**config.mk**
```make
export PLATFORM = sky130hd
export DESIGN_NAME = adc_serial_readout_sequencer_top
export DESIGN_NICKNAME = d
export VERILOG_FILES = /design/src/sv/adcsr_pkg.sv /design/src/sv/adc_serial_readout_sequencer_top.sv
export VERILOG_INCLUDE_DIRS = /design/src /design/src/sv
export SDC_FILE = /design/constraint.sdc
export NUM_CORES = 1
export LEC_CHECK = 0
export BUFFER_PORTS_ARGS = -buffer_cell sky130_fd_sc_hd__buf_2
export CAP_MARGIN = 20
export CORE_UTILIZATION = 54
export CTS_BUF_LIST = sky130_fd_sc_hd__clkbuf_8 sky130_fd_sc_hd__clkbuf_16
export DETAILED_ROUTE_END_ITERATION = 16
export PLACE_DENSITY_LB_ADDON = 0.05
export SYNTH_ARGS = -nofsm -noshare
export SYNTH_HDL_FRONTEND = slang
export SYNTH_SLANG_ARGS = --single-unit
```
**constraint.sdc**
```tcl
create_clock -name clk -period 2.83 [get_ports clk]
set_input_delay 0.849 -clock clk [delete_from_list [all_inputs] [get_ports clk]]
set_output_delay 0.849 -clock clk [all_outputs]
set_load 0.01 [all_outputs]
```
**src/sv/adc_serial_readout_sequencer_top_macros.svh**
```systemverilog
// ---------------------------------------------------------------------------
// Assertion macros for the serial ADC readout sequencer
// Concurrent checks sampled on the rising edge of clk.
// ---------------------------------------------------------------------------
`ifndef ADC_SERIAL_READOUT_SEQUENCER_TOP_MACROS_SVH
`define ADC_SERIAL_READOUT_SEQUENCER_TOP_MACROS_SVH

// Check a property, held off while reset is asserted.
`define ADCSR_ASSERT(label, prop, msg) \
  label: assert property (@(posedge clk) disable iff (!rst_n) (prop)) else $error(msg);

// Check a property on every edge, reset included.
`define ADCSR_ASSERT_ALWAYS(label, prop, msg) \
  label: assert property (@(posedge clk) (prop)) else $error(msg);

`endif

```
**src/sv/adcsr_pkg.sv**
```systemverilog
// ---------------------------------------------------------------------------
// adcsr_pkg
// Types and constants of the serial ADC readout sequencer.
// ---------------------------------------------------------------------------
package adcsr_pkg;

  localparam int SAMPLE_W  = 20;
  localparam int WAIT_W    = 20;
  localparam int CFG_IDX_W = 2;
  localparam int CFG_DAT_W = 8;

  // Register indexes of the configuration port
  localparam logic [CFG_IDX_W-1:0] REG_GAIN  = 2'd0;
  localparam logic [CFG_IDX_W-1:0] REG_SPEED = 2'd1;

  // Wait lengths in ticks
  localparam logic [WAIT_W-1:0] WaitPwrFast    = 20'd55000;
  localparam logic [WAIT_W-1:0] WaitPwrSlow    = 20'd410000;
  localparam logic [WAIT_W-1:0] WaitCalFast    = 20'd110000;
  localparam logic [WAIT_W-1:0] WaitCalSlow    = 20'd810000;
  localparam logic [WAIT_W-1:0] WaitWakeFast   = 20'd50000;
  localparam logic [WAIT_W-1:0] WaitWakeSlow   = 20'd400000;
  localparam logic [WAIT_W-1:0] WaitPdwn       = 20'd30;
  localparam logic [WAIT_W-1:0] WaitStby       = 20'd25;
  localparam logic [WAIT_W-1:0] WaitStbyCal    = 20'd24;

  typedef enum logic [3:0] {
    CMD_NONE        = 4'd0,
    CMD_PWR_UP      = 4'd1,
    CMD_READ        = 4'd2,
    CMD_OFFSET_CAL  = 4'd3,
    CMD_STBY_ON     = 4'd4,
    CMD_STBY_OFF    = 4'd5,
    CMD_STBYCAL_ON  = 4'd6,
    CMD_STBYCAL_OFF = 4'd7,
    CMD_PDWN_ON     = 4'd8,
    CMD_PDWN_OFF    = 4'd9
  } cmd_t;

  typedef enum logic [2:0] {
    PH_IDLE,
    PH_WAIT,
    PH_LEAD,
    PH_HIGH,
    PH_LOW,
    PH_DELAY
  } phase_t;

  typedef struct packed {
    logic [3:0] func;
    logic       drdy_dout;
  } in_item_t;

  typedef struct packed {
    logic                       sclk;
    logic                       pdwn;
    logic                       gain_pin;
    logic                       speed_pin;
    logic                       busy_res;
    logic                       sample_valid;
    logic signed [SAMPLE_W-1:0] sample;
  } out_item_t;

endpackage

```
**src/sv/adc_serial_readout_sequencer_top.sv**
```systemverilog
// ---------------------------------------------------------------------------
// adc_serial_readout_sequencer_top
// Pin-level sequencer that bit-bangs a delta-sigma ADC, one tick per item.
// ---------------------------------------------------------------------------
//
//   channel  | direction | handshake            | payload
//   ---------+-----------+----------------------+------------------------------
//   in_      | input     | in_valid / in_stall  | func, drdy_dout (one tick)
//   out_     | output    | out_valid / out_stall| pin levels, busy, sample
//   cfg_     | input     | cfg_valid / cfg_ready| cfg_index, cfg_data
//
// The sequencer state and the output register are updated together at the edge
// that accepts an item, so one item per cycle flows while in_stall is low.
// Every accepted item yields exactly one result item; waits of the sequence are
// counted in items, not in clock cycles.
// rst_n is synchronous and active low; no clearing pass is needed.
// A result held under out_stall blocks the input: in_stall = out_valid & out_stall.
//
`include "adc_serial_readout_sequencer_top_macros.svh"

module adc_serial_readout_sequencer_top #(
  parameter int DATA_BITS = 20
) (
  input  logic                            clk,
  input  logic                            rst_n,
  // input tick channel
  input  logic                            in_valid,
  output logic                            in_stall,
  input  adcsr_pkg::in_item_t             in_data,
  // result channel
  output logic                            out_valid,
  input  logic                            out_stall,
  output adcsr_pkg::out_item_t            out_data,
  // configuration write channel
  input  logic                            cfg_valid,
  output logic                            cfg_ready,
  input  logic [adcsr_pkg::CFG_IDX_W-1:0] cfg_index,
  input  logic [adcsr_pkg::CFG_DAT_W-1:0] cfg_data
);

  // bit counter must hold values up to DATA_BITS+6
  localparam int CW = $clog2(DATA_BITS + 7);
  localparam int SW = adcsr_pkg::SAMPLE_W;
  localparam int WW = adcsr_pkg::WAIT_W;

  localparam logic [CW-1:0] DataBitsC = CW'(DATA_BITS);

  // ---- state ---------------------------------------------------------------
  adcsr_pkg::phase_t phase_r, phase_nxt;
  adcsr_pkg::cmd_t   pend_r, pend_nxt;
  logic [CW-1:0]        bit_r, bit_nxt;
  logic [WW-1:0]        wait_r, wait_nxt;
  logic [DATA_BITS-1:0] shift_r, shift_nxt;
  logic                 clk_lvl_r, clk_lvl_nxt;
  logic                 pwr_r, pwr_nxt;
  logic [SW-1:0]        result_r, result_nxt;
  logic                 gain_r, speed_r;
  logic                 out_valid_r;
  adcsr_pkg::out_item_t out_data_r, out_data_nxt;

  logic          in_acc;
  logic          fin;
  logic          smp_now;
  logic [SW-1:0] sample_nxt;
  logic [CW-1:0] pulses;

  assign in_stall  = out_valid_r & out_stall;
  assign in_acc    = in_valid & ~in_stall;
  assign cfg_ready = 1'b1;
  assign out_valid = out_valid_r;
  assign out_data  = out_data_r;

  // ---- configuration registers ---------------------------------------------
  always_ff @(posedge clk) begin
    if (!rst_n) begin
      gain_r  <= 1'b0;
      speed_r <= 1'b0;
    end else if (cfg_valid) begin
      if (cfg_index == adcsr_pkg::REG_GAIN) begin
        gain_r <= cfg_data[0];
      end
      if (cfg_index == adcsr_pkg::REG_SPEED) begin
        speed_r <= cfg_data[0];
      end
    end
  end

  // ---- sample formatting: keep top bits or sign-extend ---------------------
  generate
    if (DATA_BITS >= SW) begin : g_trunc
      assign sample_nxt = shift_nxt[DATA_BITS-1 -: SW];
    end else begin : g_sext
      assign sample_nxt = {{(SW - DATA_BITS){shift_nxt[DATA_BITS-1]}}, shift_nxt};
    end
  endgenerate

  // number of clocks the pending command gives
  always_comb begin
    case (pend_r)
      adcsr_pkg::CMD_STBY_ON:    pulses = DataBitsC;
      adcsr_pkg::CMD_OFFSET_CAL,
      adcsr_pkg::CMD_STBYCAL_ON: pulses = CW'(DATA_BITS + 6);
      default:                   pulses = CW'(DATA_BITS + 1);
    endcase
  end

  // ---- sequencer next state ------------------------------------------------
  always_comb begin
    phase_nxt   = phase_r;
    pend_nxt    = pend_r;
    bit_nxt     = bit_r;
    wait_nxt    = wait_r;
    shift_nxt   = shift_r;
    clk_lvl_nxt = clk_lvl_r;
    pwr_nxt     = pwr_r;
    fin         = 1'b0;

    case (phase_r)
      adcsr_pkg::PH_IDLE: begin
        // take a command; codes outside one to nine are dropped
        if (in_data.func inside {[4'd1:4'd9]}) begin
          pend_nxt  = adcsr_pkg::cmd_t'(in_data.func);
          phase_nxt = adcsr_pkg::PH_DELAY;
          case (adcsr_pkg::cmd_t'(in_data.func))
            adcsr_pkg::CMD_PWR_UP: begin
              clk_lvl_nxt = 1'b0;
              pwr_nxt     = 1'b1;
              wait_nxt    = speed_r ? adcsr_pkg::WaitPwrFast : adcsr_pkg::WaitPwrSlow;
            end
            adcsr_pkg::CMD_STBY_OFF: begin
              clk_lvl_nxt = 1'b0;
              wait_nxt    = speed_r ? adcsr_pkg::WaitPwrFast : adcsr_pkg::WaitPwrSlow;
            end
            adcsr_pkg::CMD_STBYCAL_OFF: begin
              clk_lvl_nxt = 1'b0;
              wait_nxt    = speed_r ? adcsr_pkg::WaitCalFast : adcsr_pkg::WaitCalSlow;
            end
            adcsr_pkg::CMD_PDWN_ON: begin
              pwr_nxt  = 1'b0;
              wait_nxt = adcsr_pkg::WaitPdwn;
            end
            adcsr_pkg::CMD_PDWN_OFF: begin
              pwr_nxt  = 1'b1;
              wait_nxt = speed_r ? adcsr_pkg::WaitWakeFast : adcsr_pkg::WaitWakeSlow;
            end
            default: begin
              phase_nxt = adcsr_pkg::PH_WAIT;
            end
          endcase
        end
      end
      adcsr_pkg::PH_WAIT: begin
        if (!in_data.drdy_dout) begin
          if (pend_r == adcsr_pkg::CMD_OFFSET_CAL) begin
            phase_nxt = adcsr_pkg::PH_LEAD;
          end else begin
            clk_lvl_nxt = 1'b1;
            bit_nxt     = CW'(1);
            phase_nxt   = adcsr_pkg::PH_HIGH;
          end
        end
      end
      adcsr_pkg::PH_LEAD: begin
        clk_lvl_nxt = 1'b1;
        bit_nxt     = CW'(1);
        phase_nxt   = adcsr_pkg::PH_HIGH;
      end
      adcsr_pkg::PH_HIGH: begin
        // shift in data bits only; extra clocks are discarded
        if (bit_r <= DataBitsC) begin
          shift_nxt = {shift_r[DATA_BITS-2:0], in_data.drdy_dout};
        end
        if (bit_r >= pulses) begin
          if (pend_r == adcsr_pkg::CMD_STBY_ON) begin
            wait_nxt  = adcsr_pkg::WaitStby;
            phase_nxt = adcsr_pkg::PH_DELAY;
          end else if (pend_r == adcsr_pkg::CMD_STBYCAL_ON) begin
            wait_nxt  = adcsr_pkg::WaitStbyCal;
            phase_nxt = adcsr_pkg::PH_DELAY;
          end else begin
            clk_lvl_nxt = 1'b0;
            if (pend_r == adcsr_pkg::CMD_OFFSET_CAL) begin
              wait_nxt  = speed_r ? adcsr_pkg::WaitCalFast : adcsr_pkg::WaitCalSlow;
              phase_nxt = adcsr_pkg::PH_DELAY;
            end else begin
              fin = 1'b1;
            end
          end
        end else begin
          clk_lvl_nxt = 1'b0;
          phase_nxt   = adcsr_pkg::PH_LOW;
        end
      end
      adcsr_pkg::PH_LOW: begin
        clk_lvl_nxt = 1'b1;
        bit_nxt     = bit_r + CW'(1);
        phase_nxt   = adcsr_pkg::PH_HIGH;
      end
      adcsr_pkg::PH_DELAY: begin
        if (wait_r <= WW'(1)) begin
          wait_nxt = '0;
          fin      = 1'b1;
        end else begin
          wait_nxt = wait_r - WW'(1);
        end
      end
      default: begin
        phase_nxt = adcsr_pkg::PH_IDLE;
      end
    endcase

    // end of sequence: back to idle, publish the sample for reading commands
    if (fin) begin
      phase_nxt = adcsr_pkg::PH_IDLE;
      bit_nxt   = '0;
    end
    smp_now = fin && (pend_r == adcsr_pkg::CMD_READ || pend_r == adcsr_pkg::CMD_OFFSET_CAL ||
                      pend_r == adcsr_pkg::CMD_STBY_ON || pend_r == adcsr_pkg::CMD_STBYCAL_ON);
    result_nxt = smp_now ? sample_nxt : result_r;

    out_data_nxt.sclk         = clk_lvl_nxt;
    out_data_nxt.pdwn         = pwr_nxt;
    out_data_nxt.gain_pin     = gain_r;
    out_data_nxt.speed_pin    = speed_r;
    out_data_nxt.busy_res     = (phase_nxt != adcsr_pkg::PH_IDLE);
    out_data_nxt.sample_valid = smp_now;
    out_data_nxt.sample       = result_nxt;
  end

  // ---- state and output registers ------------------------------------------
  always_ff @(posedge clk) begin
    if (!rst_n) begin
      phase_r   <= adcsr_pkg::PH_IDLE;
      pend_r    <= adcsr_pkg::CMD_NONE;
      bit_r     <= '0;
      wait_r    <= '0;
      shift_r   <= '0;
      clk_lvl_r <= 1'b0;
      pwr_r     <= 1'b0;
      result_r  <= '0;
    end else if (in_acc) begin
      phase_r   <= phase_nxt;
      pend_r    <= pend_nxt;
      bit_r     <= bit_nxt;
      wait_r    <= wait_nxt;
      shift_r   <= shift_nxt;
      clk_lvl_r <= clk_lvl_nxt;
      pwr_r     <= pwr_nxt;
      result_r  <= result_nxt;
    end
  end

  // hold the result while stalled, drop valid once taken
  always_ff @(posedge clk) begin
    if (!rst_n) begin
      out_valid_r <= 1'b0;
    end else if (in_acc) begin
      out_valid_r <= 1'b1;
    end else if (!out_stall) begin
      out_valid_r <= 1'b0;
    end
  end

  always_ff @(posedge clk) begin
    if (in_acc) begin
      out_data_r <= out_data_nxt;
    end
  end

  // ---- assertions ----------------------------------------------------------
  `ADCSR_ASSERT(a_idle_no_count, (phase_r == adcsr_pkg::PH_IDLE) |-> (bit_r == '0), "idle count")
  `ADCSR_ASSERT(a_low_phase_sclk, (phase_r == adcsr_pkg::PH_LOW) |-> !clk_lvl_r, "sclk high")
  `ADCSR_ASSERT(a_smp_idle, out_valid_r && out_data_r.sample_valid |-> !out_data_r.busy_res, "busy")
  `ADCSR_ASSERT(a_high_counted, (phase_r == adcsr_pkg::PH_HIGH) |-> (bit_r != '0), "no count")

endmodule
```
Word level (Yosys, flattened, before mapping)
Cells that the tools add are included.
Operators by class
  add/sub/neg operators: 2
  $lt $le $gt $ge: 5
  equal/unequal tests: 22
  mux-type cells: 48
  bitwise operators: 3
  reductions and logical operators: 21
Operators by type and width (number)
  20-bit two-way mux: 10
  20-bit case mux with 4 select lines: 1
  20-bit case mux with 3 select lines: 1
  19-bit two-way mux: 2
  3-bit two-way mux: 8
  20-bit by 1-bit <= comparator with 1-bit output (second input constant): 1
  20-bit by 1-bit subtractor with 20-bit output (second input constant): 1
  1-bit two-way mux: 17
  4-bit by 3-bit == test with 1-bit output (second input constant): 4
  5-bit two-way mux: 3
  3-bit case mux with 5 select lines: 1
  5-bit case mux with 3 select lines: 1
  4-bit by 2-bit == test with 1-bit output (second input constant): 2
  4-bit == test (second input constant): 2
  4-bit case mux with 2 select lines: 1
  2-bit OR reduction: 4
  3-bit by 2-bit == test with 1-bit output (second input constant): 2
  3-bit == test (second input constant): 2
  3-bit inequality test (second input constant): 2
  6-bit AND reduction: 1
  3-bit nonzero test: 2
  5-bit by 1-bit adder with 5-bit output (second input constant): 1
  5-bit >= comparator: 1
  5-bit <= comparator (second input constant): 1
  other kinds (23): 30
Storage, ports and cells
  flip-flop bits (word level): 103
  output and inout port bits: 29
  word-level logic and storage cells: 119

Longest topological paths before layout
Gate-level depths: netlist (run 1).
  depth after elaboration: 8
  mapped depth: 12

Worst setup path after synthesis (run 1)
OpenSTA, ideal clock, no wires.
  path type: input to register
  start: in out_stall
  end: reg result_r[13]
  data arrival time: 2691 ps
  required time: 2751 ps
  slack: 60 ps
  cell stages on the path: 7
  path buffers: 2
  path through: and2_1 nand2b_1 inv_1 buf_2 buf_1 a31oi_1 nor3_1
On the way
  cells in the longest elaborated chain, start to end: 3
RTL lines
  start, declared: RTL line adc_serial_readout_sequencer_top.sv:32  | input logic out_stall,
  1-bit AND: RTL line adc_serial_readout_sequencer_top.sv:67  | assign in_stall = out_valid_r & out_stall;
  1-bit inverter: RTL line adc_serial_readout_sequencer_top.sv:68  | assign in_acc = in_valid & ~in_stall;
  1-bit AND: RTL line adc_serial_readout_sequencer_top.sv:68
  net in_acc: RTL line adc_serial_readout_sequencer_top.sv:61  | logic in_acc;
  end signal, assigned: RTL line adc_serial_readout_sequencer_top.sv:249  | result_r <= result_nxt;
  end, declared: RTL line adc_serial_readout_sequencer_top.sv:56  | logic [SW-1:0] result_r, result_nxt;
The timed path passes the listed nets, and every way through them passes these cells.
A chain may end at the register's enable or synchronous reset.

==> impl_metrics.ini, run 1 <==
[die]
initial_core_util_pct = 55.38
placement_rows = 37
floorplan.core_area_mm2 = 0.01028
die_height_um = 104.7
design.portCount = 49
die_x_um = 104.7
die_area_mm2 = 0.01095

[drt]
postRouteWirelength_um = 13080
drc_markers = 0
detail_route.iter0.violations = 210
route.detailed.vias_per_inst = 6.109
routed_via_count = 4869
post_route_ant_nets = 0
number_of_iterations_in_the_first_detailed_routing_pass = 5
wl_per_cell_um = 16.41

[timing]
final_cycle_share_pct = 96.49
fmaxAchievable_mhz = 366.2
max-slew-margin-rel_pct = 45.65
rsz0062_at_grt = yes
timing.final.crit_period_ns = 2.731
maxSlewViolCount = 0
finalSetupViolCount = 0
slew_at_the_pin_closest_to_its_max_slew_limit_ns = 0.8143
timing.final.hold_violations = 0
timing.clock.skew_ns = 0.01580
setup_slack_ns = 0.09933

[finish]
synthToLayoutAreaGrowth_pct = 10.86
area_of_the_multi_input_gates_mm2 = 0.003107
final_layout_size_suffix_gt1_share_pct = 22.69
register_area_mm2 = 0.002325
nNetsFinal = 684
num-fill-cells = 906
insertedDiodeCount = 0

[clocking]
path_clk_slew_ns = 0.11
cts_tree = yes
tritoncts_buffer_count = 9
cts.htree.levels = 3
clkSinkCount = 103
clk_root_buffer_cell = sky130_fd_sc_hd__clkbuf_8
clkLatencyLatePin_ns = 0.37
postCtsSetupRepairBufs = 0
clockBufferDepth = 2

[logic_synthesis]
ys_top_cells_by_area = sky130_fd_sc_hd__dfxtp_1, sky130_fd_sc_hd__edfxtp_1, sky130_fd_sc_hd__mux2_4
synth.net_count = 661
synthesis.area_per_instance_um2 = 8.992
synth.cells.most_frequent = sky130_fd_sc_hd__dfxtp_1, sky130_fd_sc_hd__nand2_1, sky130_fd_sc_hd__a21oi_1
synth_enable_flop_cells = 26
synth_area_leader_cell = sky130_fd_sc_hd__dfxtp_1
post_synth_instance_area_mm2 = 0.005692
area_share_of_the_leading_cell_type_in_the_synthesized_netlist_pct = 27.08
yosysWarnings = 0
ys.flop_type = sky130_fd_sc_hd__dfxtp_1
post_synth_inst_count = 633
yosysSeqAreaShare_pct = 40.80
asyncSetResetFlopFracSynth_pct = 0
yosys_register_bits = 103
synth.most_common_cell = sky130_fd_sc_hd__dfxtp_1
ys_types = 72

[global_routing]
grt_start_max_net_pins = 57
first_pass_grt_wire_length_um = 21870
global_route.usage.total_pct = 24.64
grt_overflow = 0
first_global_vias = 4491
grt_antenna_before_repair = 0

[critical_path]
timing.setup.critical_path_class = register to register
worst-endpoint-arrival_ns = 2.85
timing.critical_path.fanout_max = 13
r2r-start = pend_r[0]$_SDFFE_PN0P_
timing.reg2reg.setup_slack_ns = 0.1
worst_r2r_endpoint = out_data[19]$_DFFE_PP_
critical_path.endpoint_type = register
worst-r2r-cell-count = 10
worstPathRequired_ns = 2.95
startpoint_type = register

[power_and_ir_drop]
power_leakage_nw = 2.398
power.ir.vdd_worst_mv = 0.3301
powerDensity_mw_per_mm2 = 510.0
fin_total_pwr_mw = 3.218

[worst_hold_path]
worst_hold_path.endpoint = out_data[23]$_DFFE_PP_
min_path_cells = 0
hp-class = register to register
hold_path_startpoint = gain_r$_SDFFE_PN0P_

[placed_design]
pre_cts_ws_ns = -0.03092
gp_routability_congestion = 0.8975
place.detailed.hpwl_um = 8581
port_buffers = 40

[flow_run]
timing.max_cap.violations = 0

[status]
status = complete, no violations
-- sequential cells by signal (all words and copies together), names as in the netlist, 3 cells and up --
register	flops
phase_r	3
pend_r	4
shift_r	20
result_r	20
wait_r	20
out_data	26
bit_r	5
-- stage by stage --
step                      util [%]  instances  setup TNS (ns)  area [um^2]  hold WS, ns
after CTS                    60.81        797               0         6250       0.4554
after floorplan                  -        633               0         5692       0.4076
final                        61.40        797               0         6310       0.4615
after global routing         61.40        797       -0.007460         6310       0.4693
after detailed placement     58.61        781        -0.09776         6023       0.4282
after global placement       58.61        781               0         6023       0.4169
-- critical path: stages (launching register included) --
cell	delay [ns]
sky130_fd_sc_hd__dfxtp_2	0.36
sky130_fd_sc_hd__nand2b_1	0.16
sky130_fd_sc_hd__a21o_1	0.23
sky130_fd_sc_hd__ha_1	0.27
sky130_fd_sc_hd__nand2b_1	0.19
sky130_fd_sc_hd__a2111oi_4	0.35
sky130_fd_sc_hd__or2_4	0.20
sky130_fd_sc_hd__o22ai_4	0.09
sky130_fd_sc_hd__nand2_2	0.11
sky130_fd_sc_hd__buf_12	0.17
sky130_fd_sc_hd__mux2_1	0.36
-- repair_timing --
item | in CTS | in global routing
hold buffers | 0 | 0
resized for setup | 3 | 12
pin swaps | 0 | 2
endpoints found under the setup margin | 11 | 46
endpoints found under the hold margin | 0 | 0
-- cell usage in the layout, fill, tap and decap left out, types with 22 or more instances in the layout --
cell                       synthesis  layout
sky130_fd_sc_hd__dfxtp_1          77      75
sky130_fd_sc_hd__nand2_1          74      74
sky130_fd_sc_hd__a21oi_1          52      52
sky130_fd_sc_hd__buf_2            13      40
sky130_fd_sc_hd__nor2_1           39      39
sky130_fd_sc_hd__nor3_1           38      38
sky130_fd_sc_hd__edfxtp_1         26      26
sky130_fd_sc_hd__a31oi_1          24      24
sky130_fd_sc_hd__buf_4             2      22
-- where the power goes --
part | switching (mW) | total [mW] | internal (mW)
registers | 0.0514 | 1.61 | 1.56
logic | 0.378 | 0.618 | 0.241
clock network | 0.584 | 0.988 | 0.403
-- cell type report --
cell class,count,share of cell area [%]
Multi-Input combinational cell,463,49.24
Clock buffer,10,2.360
Tap cell,136,2.697
Inverter,13,0.7733
Timing Repair Buffer,66,6.980
Sequential cell,103,36.84
Clock inverter,6,1.110
-- cell families (layout without fill, tap and decap cells) --
kind of cell / count (synthesis) / after routing / synth area share [%]
xor+xnor: 11 / 11 / 1.693
flops: 103 / 103 / 40.80
compound gates: 157 / 157 / 17.96
fa+ha+maj: 8 / 8 / 1.759
buf+inv: 67 / 95 / 5.627
simple gates: 237 / 237 / 21.35
other cells: 1 / 1 / 0.06589
mux: 49 / 49 / 10.75
-- worst max-delay path by stage --
stage                                start  depth (start not counted)                        end
finish              pend_r[0]$_SDFFE_PN0P_                         10     out_data[19]$_DFFE_PP_
global route        pend_r[0]$_SDFFE_PN0P_                         10     out_data[19]$_DFFE_PP_
global placement    pend_r[0]$_SDFFE_PN0P_                         10     out_data[19]$_DFFE_PP_
CTS                 pend_r[0]$_SDFFE_PN0P_                         10     out_data[21]$_DFFE_PP_
floorplan                        out_stall                          7  result_r[13]$_SDFFE_PN0P_
detailed placement  pend_r[0]$_SDFFE_PN0P_                          9     wait_r[5]$_SDFFE_PN0P_
-- routing by layer --
layer  GRT usage (%)  routed length, um  share of wire [%]
met1           31.55               5888                 45
met2           41.67               6340                 48
met3           3.369                601                4.6
met4           10.36                248                1.9
met5               0                  0                  0
No activity file was read; power rests on OpenSTA's default activity.
==> run 2: changes to the inputs <==
clock period = 2.4 ns   (was 2.83 ns; I/O delays follow)
==> run 2 against run 1 <==
  * Cell count is 4.8% higher
  * Sequential share of layout area is 3.6 points lower
  * Largest cell class unchanged
  * Die area stayed put
  * Flip-flop and latch count stayed put
  * Non-clock buffer count is 38 higher
  * Worst setup slack worse by 0.30 ns
  * The flow now finishes with violations (negative setup slack)
  * Sequential power is 17% higher
  * Largest power group unchanged
==> impl_metrics.ini, run 2 (same netlist as run 1, synthesis figures left out) <==
[finish]
nNetsFinal = 722
num-fill-cells = 849
area_of_the_multi_input_gates_mm2 = 0.003393
largest_register_ffs = 26
post_layout_nonfiller_instances = 835
final_layout_size_suffix_gt1_share_pct = 30.90
register_area_mm2 = 0.002327
layout_common_cells = sky130_fd_sc_hd__dfxtp_1, sky130_fd_sc_hd__nand2_1, sky130_fd_sc_hd__buf_4, sky130_fd_sc_hd__a21oi_1, sky130_fd_sc_hd__buf_2
insertedDiodeCount = 0
layout_commonest_cell = sky130_fd_sc_hd__dfxtp_1
synthToLayoutAreaGrowth_pct = 22.95

[die]
die_area_mm2 = 0.01095
floorplan.core_area_mm2 = 0.01028
die_height_um = 104.7
initial_core_util_pct = 55.38
die_x_um = 104.7
placement_rows = 37
design.portCount = 49

[clocking]
clockBufferDepth = 2
cts.htree.levels = 3
clk_root_buffer_cell = sky130_fd_sc_hd__clkbuf_8
tritoncts_buffer_count = 9
clkSinkCount = 103
clkLatencyLatePin_ns = 0.39
path_clk_slew_ns = 0.10
cts_tree = yes

[timing]
timing.final.crit_period_ns = 2.597
rsz0062_at_grt = yes
final_cycle_share_pct = 108.2
fin_setup_tns_ns = -7.114
max-slew-margin-rel_pct = 8.361
setup_slack_ns = -0.1969
finalSetupViolCount = 60
fmaxAchievable_mhz = 385.1
timing.final.hold_violations = 0
maxSlewViolCount = 0
slew_at_the_pin_closest_to_its_max_slew_limit_ns = 1.373
timing.clock.skew_ns = 0.01349

[placed_design]
gp_routability_congestion = 0.8656
port_buffers = 40
place.detailed.instances = 813
place.detailed.hpwl_um = 9161

[worst_hold_path]
min_path_cells = 2
hp-class = register to register

[critical_path]
r2r-start = pend_r[2]$_SDFFE_PN0P_
timing.reg2reg.setup_slack_ns = -0.20
timing.setup.critical_path_class = register to register
startpoint_type = register
timing.critical_path.fanout_max = 7
worst-endpoint-arrival_ns = 2.74
worst_r2r_endpoint = out_data[17]$_DFFE_PP_
cp-startpoint = pend_r[2]$_SDFFE_PN0P_
worstPathRequired_ns = 2.55
critical_path.endpoint_type = register
critPathCapture = out_data[17]$_DFFE_PP_
worst-r2r-cell-count = 10

[drt]
wl_per_cell_um = 17.15
route.detailed.vias_per_inst = 6.051
drc_markers = 0
postRouteWirelength_um = 14320
number_of_iterations_in_the_first_detailed_routing_pass = 5
post_route_ant_nets = 0
detail_route.iter0.violations = 287
routed_via_count = 5053

[global_routing]
first_global_vias = 4750
global_route.usage.total_pct = 26.12
grt_start_max_net_pins = 53
grt_overflow = 0
grt_antenna_before_repair = 0
first_pass_grt_wire_length_um = 23060

[status]
failing_checks = negative setup slack
status = finished with violations

[power_and_ir_drop]
power_leakage_nw = 2.682
power.ir.vdd_worst_mv = 0.2948
powerDensity_mw_per_mm2 = 565.5

[flow_run]
timing.max_cap.violations = 0
[run 2: cell types whose count changed in the layout (fill, tap and decap cells not counted), sizes merged]
| cell | before | now |
|---|---|---|
| clkbuf | 10 | 12 |
| inv | 16 | 17 |
| buf | 66 | 102 |
| clkinv | 3 | 1 |
| bufinv | 0 | 1 |
[run 2: stage by stage]
step / hold slack (ns) / worst slack, ns / cell area [um^2] / util [%] / power (mW)
2_1_floorplan: 0.4076 / -0.07478 / 5752 / - / 2.495
3_3_place_gp: 0.4175 / -0.1574 / 6334 / 61.63 / 2.732
3_5_place_dp: 0.4473 / -0.1829 / 6334 / 61.63 / 2.744
4_1_cts: 0.4631 / -0.1803 / 6666 / 64.86 / 3.930
5_1_grt: 0.4815 / -0.2943 / 6998 / 68.09 / 4.129
6_report: 0.4753 / -0.1969 / 6998 / 68.09 / 3.957
[run 2: report_power, final]
part	internal (mW)	leakage [nW]	switching (mW)	total, mW
sequential	1.84	0.886	0.0469	1.89
clock	0.528	0.110	0.660	1.19
combinational	0.362	1.69	0.520	0.882
total	2.73	2.68	1.23	3.96
[run 2: final cells by class]
class	instances	area share, %
Multi-Input combinational cell	463	48.49
Clock inverter	6	1.055
Inverter	13	0.6973
Tap cell	136	2.432
Sequential cell	103	33.26
Clock buffer	10	1.967
Timing Repair Buffer	104	12.10
[run 2: worst min-delay path by stage]
| stage | from | end | slack, ns |
|---|---|---|---|
| 2_1_floorplan | gain_r$_SDFFE_PN0P_ | out_data[23]$_DFFE_PP_ | 0.41 |
| 3_3_place_gp | gain_r$_SDFFE_PN0P_ | out_data[23]$_DFFE_PP_ | 0.42 |
| 3_5_place_dp | shift_r[19]$_SDFFE_PN0P_ | shift_r[19]$_SDFFE_PN0P_ | 0.45 |
| 4_1_cts | shift_r[19]$_SDFFE_PN0P_ | shift_r[19]$_SDFFE_PN0P_ | 0.46 |
| 5_1_grt | shift_r[19]$_SDFFE_PN0P_ | shift_r[19]$_SDFFE_PN0P_ | 0.48 |
| 6_report | wait_r[19]$_SDFFE_PN0P_ | wait_r[19]$_SDFFE_PN0P_ | 0.48 |
[run 2: repair_timing]
item	in CTS	in global routing
pin swaps	0	22
endpoints found under the hold margin	0	0
resized for setup	19	45
setup endpoints to repair	63	70
setup buffers	2	1
hold buffers	0	0
cloned	1	3
[run 2: layer usage]
layer / part of all wire [%] / GRT usage, % / vias to the layer above
met5: 0 / 0 / -
met4: 1.5 / 8.853 / 0
met3: 4.0 / 4.554 / 19
met2: 50 / 43.14 / 115
met1: 45 / 34.53 / 2477
li1: - / - / 2442
[run 2: critical path: stages (launching register included)]
cell and delay, ns:
sky130_fd_sc_hd__dfxtp_4 0.37, sky130_fd_sc_hd__nand3b_1 0.16, sky130_fd_sc_hd__a21o_1 0.20, sky130_fd_sc_hd__ha_1 0.27, sky130_fd_sc_hd__nand2b_4 0.15, sky130_fd_sc_hd__a2111oi_4 0.31
sky130_fd_sc_hd__or2_4 0.20, sky130_fd_sc_hd__o22ai_4 0.09, sky130_fd_sc_hd__nand2_4 0.14, sky130_fd_sc_hd__buf_12 0.16, sky130_fd_sc_hd__mux2_4 0.30
==> run 3: changes to the inputs <==
PLACE_DENSITY_LB_ADDON = 0.3   (was 0.05)
==> run 3 against run 2 <==
  * Clock-buffer cell count stayed put
  * Utilization is 1.1 points higher
  * Die area stayed put
  * Flip-flop and latch count stayed put
  * The run still ends with negative setup slack left
  * Largest power group unchanged
  * Combinational power is 2.3% higher
  * Via count is 2.7% higher
  * Final area is 1.6% higher
  * Critical endpoint is now out_data[10]$_DFFE_PP_
  * Sequential share of layout area is 0.52 points lower
==> impl_metrics.ini, run 3 (same netlist as run 1, synthesis figures left out) <==
[status]
status = finished with violations
failing_checks = negative setup slack

[critical_path]
timing.setup.critical_path_class = register to register
startpoint_type = register
timing.critical_path.fanout_max = 11
critical_path.endpoint_type = register
worstPathRequired_ns = 2.55
worst-endpoint-arrival_ns = 2.76

[clocking]
clockBufferDepth = 2
path_clk_slew_ns = 0.11
cts.htree.levels = 3
clkLatencyLatePin_ns = 0.40
tritoncts_buffer_count = 9
clkSinkCount = 103
cts_tree = yes
clk_root_buffer_cell = sky130_fd_sc_hd__clkbuf_8

[finish]
synthToLayoutAreaGrowth_pct = 24.91
layout.cell_area.non_filler_mm2 = 0.007109
register_area_mm2 = 0.002327
post_layout_nonfiller_instances = 834
largest_register_ffs = 26
layout_common_cells = sky130_fd_sc_hd__dfxtp_1, sky130_fd_sc_hd__nand2_1, sky130_fd_sc_hd__a21oi_1, sky130_fd_sc_hd__buf_4, sky130_fd_sc_hd__buf_2
layout_commonest_cell = sky130_fd_sc_hd__dfxtp_1
final_layout_size_suffix_gt1_share_pct = 32.81
area_of_the_multi_input_gates_mm2 = 0.003552
final_core_utilization_pct = 69.17
insertedDiodeCount = 0
num-fill-cells = 765
nNetsFinal = 721

[drt]
number_of_iterations_in_the_first_detailed_routing_pass = 5
postRouteWirelength_um = 15350
route.detailed.vias_per_inst = 6.224
met2WireLength_um = 7503
highest_layer = met4
routed_via_count = 5191
post_route_ant_nets = 0
wl_per_cell_um = 18.41
drt_met1_wl_um = 6612
detail_route.iter0.violations = 420
drc_markers = 0
route.met3.wl_um = 760

[die]
floorplan.core_area_mm2 = 0.01028
die_area_mm2 = 0.01095
die_height_um = 104.7
design.portCount = 49
initial_core_util_pct = 55.38
placement_rows = 37
die_x_um = 104.7

[timing]
setup_slack_ns = -0.2077
maxSlewViolCount = 0
max-slew-margin-rel_pct = 8.157
rsz0062_at_grt = yes
timing.final.crit_period_ns = 2.608
timing.final.hold_violations = 0
slew_at_the_pin_closest_to_its_max_slew_limit_ns = 1.376
finalSetupViolCount = 55
fmaxAchievable_mhz = 383.5
timing.clock.skew_ns = 0.01589
final_cycle_share_pct = 108.7

[power_and_ir_drop]
power_leakage_nw = 2.653
powerDensity_mw_per_mm2 = 541.3
fin_total_pwr_mw = 3.848
power.ir.vdd_worst_mv = 0.5433

[flow_run]
timing.max_cap.violations = 0

[placed_design]
place.detailed.hpwl_um = 9475
place_area_mm2 = 0.006331
gp_routability_congestion = 0.8792
port_buffers = 40
place.detailed.instances = 811

[worst_hold_path]
hp-class = register to register

[global_routing]
first_global_vias = 4890
grt_antenna_before_repair = 0
global_route.usage.total_pct = 27.06
grt_start_max_net_pins = 52
first_pass_grt_wire_length_um = 23740
grt_overflow = 0
## run 3: changes by cell type in the layout (fill, tap and decap cells not counted), sizes merged
cell,before,now
clkinv,1,4
clkbuf,12,11
bufinv,1,0
inv,17,15
## run 3: final cells by class
class                           count  area share [%]
Multi-Input combinational cell    463           49.96
Tap cell                          136           2.394
Timing Repair Buffer              103           11.67
Inverter                           13          0.6864
Clock inverter                      6          0.6160
Sequential cell                   103           32.73
Clock buffer                       10           1.936
## run 3: critical path, cell delays in order (launching register included)
cell,delay [ns]
sky130_fd_sc_hd__dfxtp_4,0.38
sky130_fd_sc_hd__nand3b_1,0.17
sky130_fd_sc_hd__a21o_1,0.20
sky130_fd_sc_hd__ha_1,0.28
sky130_fd_sc_hd__nand2b_4,0.15
sky130_fd_sc_hd__a2111oi_4,0.31
sky130_fd_sc_hd__or2_4,0.20
sky130_fd_sc_hd__o22ai_4,0.09
sky130_fd_sc_hd__nand2_4,0.11
sky130_fd_sc_hd__buf_12,0.16
sky130_fd_sc_hd__mux2_4,0.31
## run 3: final timing paths
kind,startpoint,end,slack (ns),cells past startpoint
worst max-delay path,pend_r[2]$_SDFFE_PN0P_,out_data[10]$_DFFE_PP_,-0.21,10
worst min-delay path,gain_r$_SDFFE_PN0P_,out_data[23]$_DFFE_PP_,0.46,0
worst max register to register,pend_r[2]$_SDFFE_PN0P_,out_data[10]$_DFFE_PP_,-0.21,10
worst min register to register,gain_r$_SDFFE_PN0P_,out_data[23]$_DFFE_PP_,0.46,0
## run 3: what timing repair did
item	in CTS	in global routing
cloned	1	2
gates resized for setup	30	58
setup endpoints to repair	66	68
setup buffers	1	3
pin swaps	2	11
hold buffers	0	0
## run 3: metal layers
metal,global-route usage (%),vias up
li1,-,2442
met1,33.94,2529
met2,44.80,171
met3,6.363,49
met4,10.97,0
met5,0,-
## run 3: metrics by stage
step	TNS, ns	hold WS (ns)	setup WS [ns]
6_report	-7.568	0.4580	-0.2077
3_5_place_dp	-6.431	0.4390	-0.1942
4_1_cts	-7.265	0.4730	-0.1917
2_1_floorplan	-1.381	0.4076	-0.07478
3_3_place_gp	-4.999	0.4322	-0.1605
5_1_grt	-12.96	0.4761	-0.3027
## run 3: power by group
part           leakage, nW  internal, mW  total [mW]  switching, mW
Combinational         1.67         0.363       0.902          0.539
Clock               0.0947         0.412        1.05          0.641
Sequential           0.886          1.84        1.89         0.0541
